**config.mk**
```make
export PLATFORM = sky130hd
export DESIGN_NAME = i2c_register_access_sequencer_top
export DESIGN_NICKNAME = d
export VERILOG_FILES = /design/src/design/i2cras_pkg.sv /design/src/design/i2cras_decode.sv /design/src/design/i2c_register_access_sequencer_top.sv
export SDC_FILE = /design/constraint.sdc
export NUM_CORES = 1
export LEC_CHECK = 0
export BUFFER_PORTS_ARGS = -buffer_cell sky130_fd_sc_hd__buf_2
export CAP_MARGIN = 15
export CORE_AREA = 2 2 88 90
export CTS_CLUSTER_DIAMETER = 50
export DETAILED_ROUTE_END_ITERATION = 10
export DIE_AREA = 0 0 90 92
export PLACE_DENSITY = 0.74
export SYNTH_ARGS = -nofsm -noshare
export SYNTH_HDL_FRONTEND = slang
export SYNTH_SLANG_ARGS = --single-unit
export TNS_END_PERCENT = 5
```
**constraint.sdc**
```tcl
create_clock -name aclk -period 2.04 [get_ports aclk]
set_input_delay 0.102 -clock aclk [delete_from_list [all_inputs] [get_ports aclk]]
set_output_delay 0.102 -clock aclk [all_outputs]
set_load 0.03 [all_outputs]
```
**src/design/i2cras_pkg.sv**
```systemverilog
// Shared types and codes for the I2C register access sequencer.
// Holds request/result structs, engine status codes, bus actions and phase codes.
// No dependencies.
package i2cras_pkg;

    // Engine status codes, after the low three bits are masked off.
    localparam logic [7:0] ST_MASK       = 8'hF8;
    localparam logic [7:0] ST_START      = 8'h08;
    localparam logic [7:0] ST_REP_START  = 8'h10;
    localparam logic [7:0] ST_SLAW_ACK   = 8'h18;
    localparam logic [7:0] ST_SLAW_NACK  = 8'h20;
    localparam logic [7:0] ST_WDATA_ACK  = 8'h28;
    localparam logic [7:0] ST_ARB_LOST   = 8'h38;
    localparam logic [7:0] ST_SLAR_ACK   = 8'h40;
    localparam logic [7:0] ST_SLAR_NACK  = 8'h48;
    localparam logic [7:0] ST_RDATA_NACK = 8'h58;

    // Bus actions requested from the byte engine.
    localparam logic [1:0] ACT_START = 2'd0;
    localparam logic [1:0] ACT_SEND  = 2'd1;
    localparam logic [1:0] ACT_RECV  = 2'd2;
    localparam logic [1:0] ACT_STOP  = 2'd3;

    // Request kinds.
    localparam logic FUNC_COMMAND = 1'b0;
    localparam logic FUNC_STATUS  = 1'b1;

    // Sequencer phases.
    localparam int unsigned PHASE_W = 3;
    localparam logic [PHASE_W-1:0] PH_IDLE   = 3'd0;
    localparam logic [PHASE_W-1:0] PH_START  = 3'd1;
    localparam logic [PHASE_W-1:0] PH_SLAW   = 3'd2;
    localparam logic [PHASE_W-1:0] PH_REG    = 3'd3;
    localparam logic [PHASE_W-1:0] PH_DATA   = 3'd4;
    localparam logic [PHASE_W-1:0] PH_RSTART = 3'd5;
    localparam logic [PHASE_W-1:0] PH_SLAR   = 3'd6;
    localparam logic [PHASE_W-1:0] PH_RX     = 3'd7;

    typedef logic [PHASE_W-1:0] phase_t;

    typedef struct packed {
        logic       func;
        logic       is_read;
        logic [6:0] target_addr;
        logic [7:0] reg_addr;
        logic [7:0] write_data;
        logic [7:0] status;
        logic [7:0] rx_byte;
    } in_t;

    typedef struct packed {
        logic [1:0] action;
        logic [7:0] tx_byte;
        logic       done_res;
        logic       success;
        logic [7:0] read_data;
    } out_t;

    // Transfer context held from the command for the whole transfer.
    typedef struct packed {
        logic       op_read;
        logic [6:0] device;
        logic [7:0] register;
        logic [7:0] wdata;
    } ctx_t;

endpackage

```
**src/design/i2cras_decode.sv**
```systemverilog
// Next-action decision of the I2C register access sequencer.
// Pure combinational logic from phase, held context and one request.
// Depends on i2cras_pkg.
module i2cras_decode (
    input  i2cras_pkg::phase_t phase,
    input  i2cras_pkg::ctx_t   ctx,
    input  i2cras_pkg::in_t    req,
    output logic               res_valid,
    output i2cras_pkg::out_t   res,
    output i2cras_pkg::phase_t phase_next,
    output i2cras_pkg::ctx_t   ctx_next
);

    logic [7:0] st;
    logic       busy;
    logic       is_start;

    assign st       = req.status & i2cras_pkg::ST_MASK;
    assign busy     = (phase != i2cras_pkg::PH_IDLE);
    assign is_start = (st == i2cras_pkg::ST_START) || (st == i2cras_pkg::ST_REP_START);

    always_comb begin
        res_valid  = 1'b0;
        res        = '0;
        phase_next = phase;
        ctx_next   = ctx;

        if (req.func == i2cras_pkg::FUNC_COMMAND) begin
            if (!busy) begin
                ctx_next.op_read  = req.is_read;
                ctx_next.device   = req.target_addr;
                ctx_next.register = req.reg_addr;
                ctx_next.wdata    = req.write_data;
                res_valid         = 1'b1;
                res.action        = i2cras_pkg::ACT_START;
                phase_next        = i2cras_pkg::PH_START;
            end
        end else if (busy) begin
            res_valid = 1'b1;
            // Failure stop unless an arm below says otherwise.
            res.action    = i2cras_pkg::ACT_STOP;
            res.done_res  = 1'b1;
            phase_next    = i2cras_pkg::PH_IDLE;
            unique case (phase)
                i2cras_pkg::PH_START, i2cras_pkg::PH_RSTART: begin
                    if (st == i2cras_pkg::ST_ARB_LOST) begin
                        res          = '0;
                        res.action   = i2cras_pkg::ACT_START;
                        phase_next   = i2cras_pkg::PH_START;
                    end else if (is_start) begin
                        res          = '0;
                        res.action   = i2cras_pkg::ACT_SEND;
                        res.tx_byte  = {ctx.device,
                                        (phase == i2cras_pkg::PH_RSTART)};
                        phase_next   = (phase == i2cras_pkg::PH_RSTART) ?
                                       i2cras_pkg::PH_SLAR : i2cras_pkg::PH_SLAW;
                    end
                end
                i2cras_pkg::PH_SLAW: begin
                    if (st == i2cras_pkg::ST_SLAW_NACK || st == i2cras_pkg::ST_ARB_LOST) begin
                        res        = '0;
                        res.action = i2cras_pkg::ACT_START;
                        phase_next = i2cras_pkg::PH_START;
                    end else if (st == i2cras_pkg::ST_SLAW_ACK) begin
                        res         = '0;
                        res.action  = i2cras_pkg::ACT_SEND;
                        res.tx_byte = ctx.register;
                        phase_next  = i2cras_pkg::PH_REG;
                    end
                end
                i2cras_pkg::PH_REG: begin
                    if (st == i2cras_pkg::ST_WDATA_ACK) begin
                        res = '0;
                        if (ctx.op_read) begin
                            res.action = i2cras_pkg::ACT_START;
                            phase_next = i2cras_pkg::PH_RSTART;
                        end else begin
                            res.action  = i2cras_pkg::ACT_SEND;
                            res.tx_byte = ctx.wdata;
                            phase_next  = i2cras_pkg::PH_DATA;
                        end
                    end
                end
                i2cras_pkg::PH_DATA: begin
                    res.success = (st == i2cras_pkg::ST_WDATA_ACK);
                end
                i2cras_pkg::PH_SLAR: begin
                    if (st == i2cras_pkg::ST_SLAR_NACK || st == i2cras_pkg::ST_ARB_LOST) begin
                        res        = '0;
                        res.action = i2cras_pkg::ACT_START;
                        phase_next = i2cras_pkg::PH_START;
                    end else if (st == i2cras_pkg::ST_SLAR_ACK) begin
                        res        = '0;
                        res.action = i2cras_pkg::ACT_RECV;
                        phase_next = i2cras_pkg::PH_RX;
                    end
                end
                i2cras_pkg::PH_RX: begin
                    if (st == i2cras_pkg::ST_RDATA_NACK) begin
                        res.success   = 1'b1;
                        res.read_data = req.rx_byte;
                    end
                end
                default: begin
                    // Idle never reaches here; busy excludes it.
                    res_valid  = 1'b0;
                    res        = '0;
                    phase_next = phase;
                end
            endcase
        end
    end

endmodule

```
**src/design/i2c_register_access_sequencer_top.sv**
```systemverilog
// Top level of the I2C register access sequencer.
// Input register, decode stage (i2cras_decode) and result register.
// Depends on i2cras_pkg and i2cras_decode.

// This block drives a byte-level I2C engine through one single-register
// access at a time. A command request starts a register write (start,
// address+W, register byte, data byte, stop) or a register read (start,
// address+W, register byte, repeated start, address+R, one byte received
// with NACK, stop). Each status request carries the engine's status code
// for the last action, and the block answers with the next action. Lost
// arbitration at a start or address byte, or a NACK of either address
// byte, restarts the transfer from its first start, with no retry limit;
// any other unexpected status ends the transfer with a stop flagged as
// failed. The final stop carries done_res, the success flag and, after a
// good read, the byte read. Commands sent during a transfer and status
// sent while idle are dropped without a result. The block takes one
// request per clock cycle while results are taken: a request waits in
// the input register, is decoded against the sequencer state in a single
// combinational pass, and its result, if any, appears in the result
// register on the next cycle. The sequencer state advances as each
// request leaves the input register, so consecutive requests see each
// other's effect with no gap. A stalled result holds the input side only
// once the input register is also full. There is no clearing pass after
// reset.
module i2c_register_access_sequencer_top (
    input  logic              aclk,
    input  logic              aresetn,
    input  logic              s_valid,
    output logic              s_ready,
    input  i2cras_pkg::in_t   s_data,
    output logic              m_valid,
    input  logic              m_ready,
    output i2cras_pkg::out_t  m_data
);

    // Input register.
    logic               in_valid_reg;
    logic               in_valid_next;
    i2cras_pkg::in_t    in_data_reg;

    // Sequencer state.
    i2cras_pkg::phase_t phase_reg;
    i2cras_pkg::phase_t phase_next;
    i2cras_pkg::ctx_t   ctx_reg;
    i2cras_pkg::ctx_t   ctx_next;

    // Result register.
    logic               out_valid_reg;
    logic               out_valid_next;
    i2cras_pkg::out_t   out_data_reg;

    logic               res_valid;
    i2cras_pkg::out_t   res;
    logic               advance;

    // The request in the input register is decoded when the result slot
    // is empty or is being emptied in this cycle.
    assign advance = in_valid_reg && (!out_valid_reg || m_ready);
    assign s_ready = !in_valid_reg || advance;

    i2cras_decode u_decode (
        .phase      (phase_reg),
        .ctx        (ctx_reg),
        .req        (in_data_reg),
        .res_valid  (res_valid),
        .res        (res),
        .phase_next (phase_next),
        .ctx_next   (ctx_next)
    );

    always_comb begin
        in_valid_next = s_ready ? s_valid : in_valid_reg;
        if (advance) begin
            out_valid_next = res_valid;
        end else if (m_ready) begin
            out_valid_next = 1'b0;
        end else begin
            out_valid_next = out_valid_reg;
        end
    end

    always_ff @(posedge aclk) begin
        if (!aresetn) begin
            in_valid_reg  <= 1'b0;
            out_valid_reg <= 1'b0;
            phase_reg     <= i2cras_pkg::PH_IDLE;
            ctx_reg       <= '0;
        end else begin
            in_valid_reg  <= in_valid_next;
            out_valid_reg <= out_valid_next;
            if (advance) begin
                phase_reg <= phase_next;
                ctx_reg   <= ctx_next;
            end
        end
    end

    // Payload registers carry no reset.
    always_ff @(posedge aclk) begin
        if (s_valid && s_ready) begin
            in_data_reg <= s_data;
        end
        if (advance && res_valid) begin
            out_data_reg <= res;
        end
    end

    assign m_valid = out_valid_reg;
    assign m_data  = out_data_reg;

    // A result carries done_res exactly when it is a stop.
    assert property (@(posedge aclk) disable iff (!aresetn)
        m_valid |-> (m_data.done_res == (m_data.action == i2cras_pkg::ACT_STOP)))
        else $error("done_res does not match a stop action");

    // Success and read data only travel with the final stop.
    assert property (@(posedge aclk) disable iff (!aresetn)
        (m_valid && !m_data.done_res) |-> (!m_data.success && m_data.read_data == 8'h00))
        else $error("success or read data outside a final stop");

    // A stop always returns the sequencer to idle.
    assert property (@(posedge aclk) disable iff (!aresetn)
        (advance && res_valid && res.action == i2cras_pkg::ACT_STOP)
        |=> (phase_reg == i2cras_pkg::PH_IDLE))
        else $error("stop issued without returning to idle");

    // A command decoded while idle yields a start in the result register.
    assert property (@(posedge aclk) disable iff (!aresetn)
        (advance && in_data_reg.func == i2cras_pkg::FUNC_COMMAND
         && phase_reg == i2cras_pkg::PH_IDLE)
        |=> (m_valid && m_data.action == i2cras_pkg::ACT_START
             && phase_reg == i2cras_pkg::PH_START))
        else $error("idle command did not start a transfer");

    // Only a send action carries a byte for the bus.
    assert property (@(posedge aclk) disable iff (!aresetn)
        (m_valid && m_data.action != i2cras_pkg::ACT_SEND) |-> (m_data.tx_byte == 8'h00))
        else $error("tx_byte set on a non-send action");

endmodule
```
== After elaboration in Yosys (flattened, before gate mapping) ==
Index checks and enable logic that the tools add are counted.
Operators by class
  equal/unequal tests: 19
  bitwise gates (word level): 2
  reductions and logical operators: 18
  multiplexer cells: 32
Operators by type and width (number)
  2-to-1 mux 20 bit: 6
  case mux 11 bit (5 select lines): 1
  case mux 8 bit (5 select lines): 1
  2-to-1 mux 3 bit: 9
  2-to-1 mux 19 bit: 1
  equality test 5 x 3 -> 1 bit (second input constant): 3
  equality test 5 x 4 -> 1 bit (second input constant): 3
  case mux 3 bit (5 select lines): 1
  equality test 3 bit (second input constant): 4
  equality test 5 x 2 -> 1 bit (second input constant): 2
  2-to-1 mux 9 bit: 1
  2-to-1 mux 1 bit: 8
  2-to-1 mux 8 bit: 1
  OR reduction 7 bit: 1
  equality test 3 x 2 -> 1 bit (second input constant): 2
  != test 6 bit (second input constant): 1
  case mux 1 bit (6 select lines): 1
  equality test 5 x 1 -> 1 bit (second input constant): 1
  logical OR 1 bit: 5
  2-to-1 mux 2 bit: 2
  AND reduction 4 bit: 1
  OR reduction 2 bit: 2
  equality test 3 x 1 -> 1 bit (second input constant): 1
  logical AND 1 bit: 3
  8 further kinds: 10
Word-level totals
  register bits: 90
  bits of input ports: 45
  output and inout bits: 22
  word-level logic and storage cells: 90

== Depth between registers and ports, before layout ==
  word-level depth: 7
  mapped depth: 8
  gate-level depth less buffers: 6

== Cells and area by module ==
From an unflattened synthesis, not the netlist that was laid out.
Second synthesis, totals
  cell total of the unflattened synthesis: 325
  area total of the unflattened synthesis: 4048.9 µm²
By module, submodules not included
  i2c_register_access_sequencer_top: instances 1, cells each 190, sequential area each 2412.3 µm², area an instance 3015.4 µm²
  i2cras_decode: instances 1, cells each 135, sequential area each 0.0 µm², area an instance 1033.5 µm²

== Least setup slack after synthesis ==
No wires, ideal clock.
  path kind: flip-flop to flip-flop
  start point: register out_valid_reg (netlist: m_valid)
  end point: register in_data_reg[0] (netlist bit), enable pin
  stages on the path, launching flop included: 4
  path slack: -0.186 ns
  arrival time: 1.827 ns
  setup time: 0.399 ns
  path through: dfxtp_1 > nor2b_1 > nand2_1 > and2_1
On the way
  cells in the longest elaborated chain, start to end: 5
Ends and longest elaborated chain
  start, declared: line i2c_register_access_sequencer_top.sv:48  | logic out_valid_reg;
  start signal, assigned: line i2c_register_access_sequencer_top.sv:90  | out_valid_reg <= out_valid_next;
  logical NOT 1 bit: line i2c_register_access_sequencer_top.sv:58  | assign advance = in_valid_reg && (!out_valid_reg || m_ready);
  logical OR 1 bit: line i2c_register_access_sequencer_top.sv:58
  logical AND 1 bit: line i2c_register_access_sequencer_top.sv:58
  logical OR 1 bit: line i2c_register_access_sequencer_top.sv:59  | assign s_ready = !in_valid_reg || advance;
  via s_ready: line i2c_register_access_sequencer_top.sv:29  | output logic s_ready,
  logical AND 1 bit: line i2c_register_access_sequencer_top.sv:100  | if (s_valid && s_ready) begin
  end signal, assigned: line i2c_register_access_sequencer_top.sv:101  | in_data_reg <= s_data;
  end, declared: line i2c_register_access_sequencer_top.sv:39  | i2cras_pkg::in_t in_data_reg;
The timed path passes the listed nets, and every way through them passes these cells.
A chain may end at the register's enable or synchronous reset.

== Worst setup path after layout ==
  start point: register phase_reg[2]
  end point: register phase_reg[2]
On the way
  cells in the longest elaborated chain, start to end: 7
  elaborated cells on any way between the ends: 20
  classes of those cells: eq/ne: 10; mux: 6; reduce/logical: 4
Ends and longest elaborated chain
  start, declared: line i2c_register_access_sequencer_top.sv:42  | i2cras_pkg::phase_t phase_reg;
  start signal, assigned: line i2c_register_access_sequencer_top.sv:86  | phase_reg <= i2cras_pkg::PH_IDLE;
  start signal, assigned: line i2c_register_access_sequencer_top.sv:92  | phase_reg <= phase_next;
  equality test 3 bit: line i2cras_decode.sv:44, i2cras_decode.sv:55
  2-to-1 mux 3 bit: line i2cras_decode.sv:55  | phase_next = (phase == i2cras_pkg::PH_RSTART) ?
  2-to-1 mux 3 bit: line i2cras_decode.sv:50  | end else if (is_start) begin
  2-to-1 mux 3 bit: line i2cras_decode.sv:46  | if (st == i2cras_pkg::ST_ARB_LOST) begin
  case mux 3 bit (5 select lines): line i2cras_decode.sv:44  | unique case (phase)
  2-to-1 mux 3 bit: line i2cras_decode.sv:38  | end else if (busy) begin
  2-to-1 mux 3 bit: line i2cras_decode.sv:28  | if (req.func == i2cras_pkg::FUNC_COMMAND) begin
Parallel ways exist; a longest one is shown, timed or not. The select of a mux whose other input is x is not followed.

==> flow_summary.json <==
{
  "status": "finished, final reports clean",
  "cp-start-kind": "register",
  "drt_wl_total_um": 6940,
  "final-setup-viol-count": 0,
  "syn_avg_cell_area_um2": 12.0,
  "async_flop_share_pct": 0,
  "crit_arrival_ns": 2.13,
  "postSynthCellCount": 295,
  "first_global_vias": 2575,
  "internal_power_w": 0.00266,
  "numClockSinks": 87,
  "busiest_layer": "met2",
  "rows": 32,
  "rsz0062_at_grt": "no",
  "clock_latency_ns": 0.35,
  "cts_made_buffers": 9,
  "tightestPinTransition_ns": 0.860,
  "drtIter0Drc": 243,
  "swShare_pct": 23.1,
  "powerDensity_mw_per_mm2": 760,
  "place_congestion": 0.847,
  "cts_resized": 0,
  "n_antenna_cell": 0,
  "root_buffer": "clkbuf_8",
  "core_mm2": 0.00745,
  "dpl.cell_count": 453,
  "vias": 2532,
  "cts_hold_buf": 39,
  "largest_reg_flops": 38,
  "cp-end-kind": "register",
  "post-route-period-util_pct": 92.4,
  "hpwlAfterDp_um": 4410,
  "peakVddDrop_mv": 0.536,
  "switchingPower_w": 0.000798,
  "pwr-share-comb_pct": 7.9,
  "detail-route-antenna-nets": 0,
  "netlist-cell-type-count": 46,
  "dieArea_mm2": 0.00828,
  "drtPass1Iterations": 5,
  "grt_util_all_layers_pct": 18.1,
  "crit_chain": "or3_1 -> inv_2 -> ha_1 -> nor2_1 -> nand3_1 -> o32ai_1",
  "syn_area_mm2": 0.00353,
  "gr-usage-met1_pct": 21.8,
  "area_growth_pct": 29.2,
  "grt_pass1_wl_um": 11700,
  "crit_buf_inv": 1,
  "synth-edff-count": 58,
  "setup_tns_ns": 0,
  "relSlewSlack_pct": 42.7,
  "cts_max_path_buffers": 2,
  "hp-class": "in2reg",
  "synthFlopType": "edfxtp_1",
  "viasPerCell": 4.98,
  "die_x_um": 90,
  "drv_cap": 0,
  "finalNonFillerCells": 508,
  "finalMaxSlewViolations": 0,
  "postCtsSetupRepairBufs": 0,
  "drive_above_1_share_pct": 24.4,
  "cellLeakagePower_nw": 1.68,
  "cpPeakStageDelay_ns": 0.43,
  "met3_usage_pct": 3.29,
  "cp_max_fo": 5,
  "antenna_found_initial": 0,
  "yosys_register_bits": 87,
  "start_util_pct": 47.4,
  "grt_max_degree": 39,
  "cts_tree": "built",
  "clk_pin_slew_ns": 0.08,
  "nets": 448,
  "port_buffers": 63,
  "grt_overflow": 0,
  "total_power_w": 0.00346,
  "htree_num_levels": 3,
  "crit_type": "reg2reg",
  "yosys_warnings": 0,
  "ios": 67,
  "wl_per_cell_um": 13.7,
  "yosysSeqAreaShare_pct": 65.8,
  "power_frac_seq_pct": 57.4,
  "die_h_um": 92,
  "drc": 0,
  "required_ns": 2.29,
  "synth_nets": 342,
  "min_period_ns": 1.88,
  "skew_ns": 0.0159,
  "fmax_mhz": 531,
  "hold_viol_final": 0,
  "pwr-share-clk_pct": 34.7,
  "slowest_stage": "or3_1",
  "met2_usage_pct": 31.0,
  "crit_family": "simple AND/OR/NAND/NOR gates"
}
power groups by stage:
stage | Sequential, W | Combinational (W) | Clock, W
after global placement | 0.00203 | 0.000211 | 0
after global routing | 0.00200 | 0.000304 | 0.00130
after detailed placement | 0.00203 | 0.000217 | 0
after floorplan | 0.00203 | 0.000120 | 0
final | 0.00199 | 0.000274 | 0.00120
after CTS | 0.00199 | 0.000275 | 0.00122
cell families (layout without fill, tap and decap cells):
group	after synthesis	after routing	share of synthesized area [%]
flops	87	87	65.8
buf+inv	19	130	2.63
simple gates	120	120	17.2
compound gates	63	63	12.6
fa+ha+maj	2	2	0.709
xor+xnor	4	4	0.993
layout by cell type, fill, tap and decap left out, drive strengths merged, types with 2 or more instances in the layout:
cell	n
and2b	3
nor2b	2
dfxtp	29
a21oi	12
ha	2
nand2	65
or3	2
o211ai	3
o22ai	3
a21boi	24
nand3	9
clkinvlp	2
a31oi	2
clkbuf	10
inv	6
o32ai	2
and3	2
nor3	5
o21ai	3
a211o	2
edfxtp	58
a22oi	7
nor2	9
buf	71
xnor2	2
xor2	2
and2	10
nand4	3
dlygate4sd3	39
nand2b	5
per-stage QoR:
stage                     util (%)  hold slack (ns)  area [um2]  setup slack (ns)
after floorplan                  -            0.201        3530            -0.108
final                         61.2            0.118        4560             0.156
after CTS                     61.2            0.102        4560             0.164
after detailed placement      53.3            0.280        3970             0.177
after global placement        53.3            0.279        3970             0.293
after global routing          61.2            0.122        4560            0.0607
Yosys cell counts (3+ instances only):
| master | instances | share of area [%] |
|---|---|---|
| and2b_1 | 3 | 0.64 |
| a21boi_0 | 24 | 5.1 |
| and2_1 | 10 | 1.8 |
| nand3_1 | 8 | 1.1 |
| edfxtp_1 | 58 | 49 |
| o21ai_0 | 3 | 0.43 |
| nand2b_1 | 5 | 0.89 |
| a21oi_1 | 12 | 1.7 |
| nor2_1 | 6 | 0.64 |
| dfxtp_1 | 29 | 16 |
| a22oi_1 | 7 | 1.5 |
| o22ai_1 | 3 | 0.53 |
| buf_2 | 5 | 0.71 |
| nand2_1 | 65 | 6.9 |
| buf_4 | 4 | 0.85 |
| nor3_1 | 3 | 0.43 |
| clkbuf_1 | 6 | 0.64 |
| nor2_2 | 3 | 0.53 |
worst paths after layout:
check             slack (ns)           end          from  depth (start not counted)
hold / removal          0.12       m_valid       m_ready                          3
setup reg to reg        0.16  phase_reg[2]  phase_reg[2]                          6
setup / recovery        0.16  phase_reg[2]  phase_reg[2]                          6
hold reg to reg         0.47    ctx_reg[7]    ctx_reg[7]                          2
layout make-up:
class	count	area (um2)
Tap cell	102	128
Sequential cell	87	2320
Clock inverter	6	70.1
Fill cell	627	2890
Clock buffer	10	128
Timing Repair Buffer	110	778
Multi-Input combinational cell	189	1120
Inverter	4	15.0
routing by layer:
| layer | part of all wire [%] | vias to the layer above |
|---|---|---|
| li1 | - | 1277 |
| met5 | 0 | - |
| met2 | 49 | 76 |
| met3 | 4.1 | 17 |
| met4 | 2.9 | 0 |
| met1 | 44 | 1162 |
worst reg2reg max path: cells and delay by family (launching register included):
family,cells,cell delay (ns)
adder cells (fa/ha/maj),1,0.22
AND/OR/NAND/NOR,3,0.86
buffers and inverters,1,0.09
flip-flops,1,0.31
AO/OA/AOI/OAI,1,0.31
(Power assumes the default switching activity.)
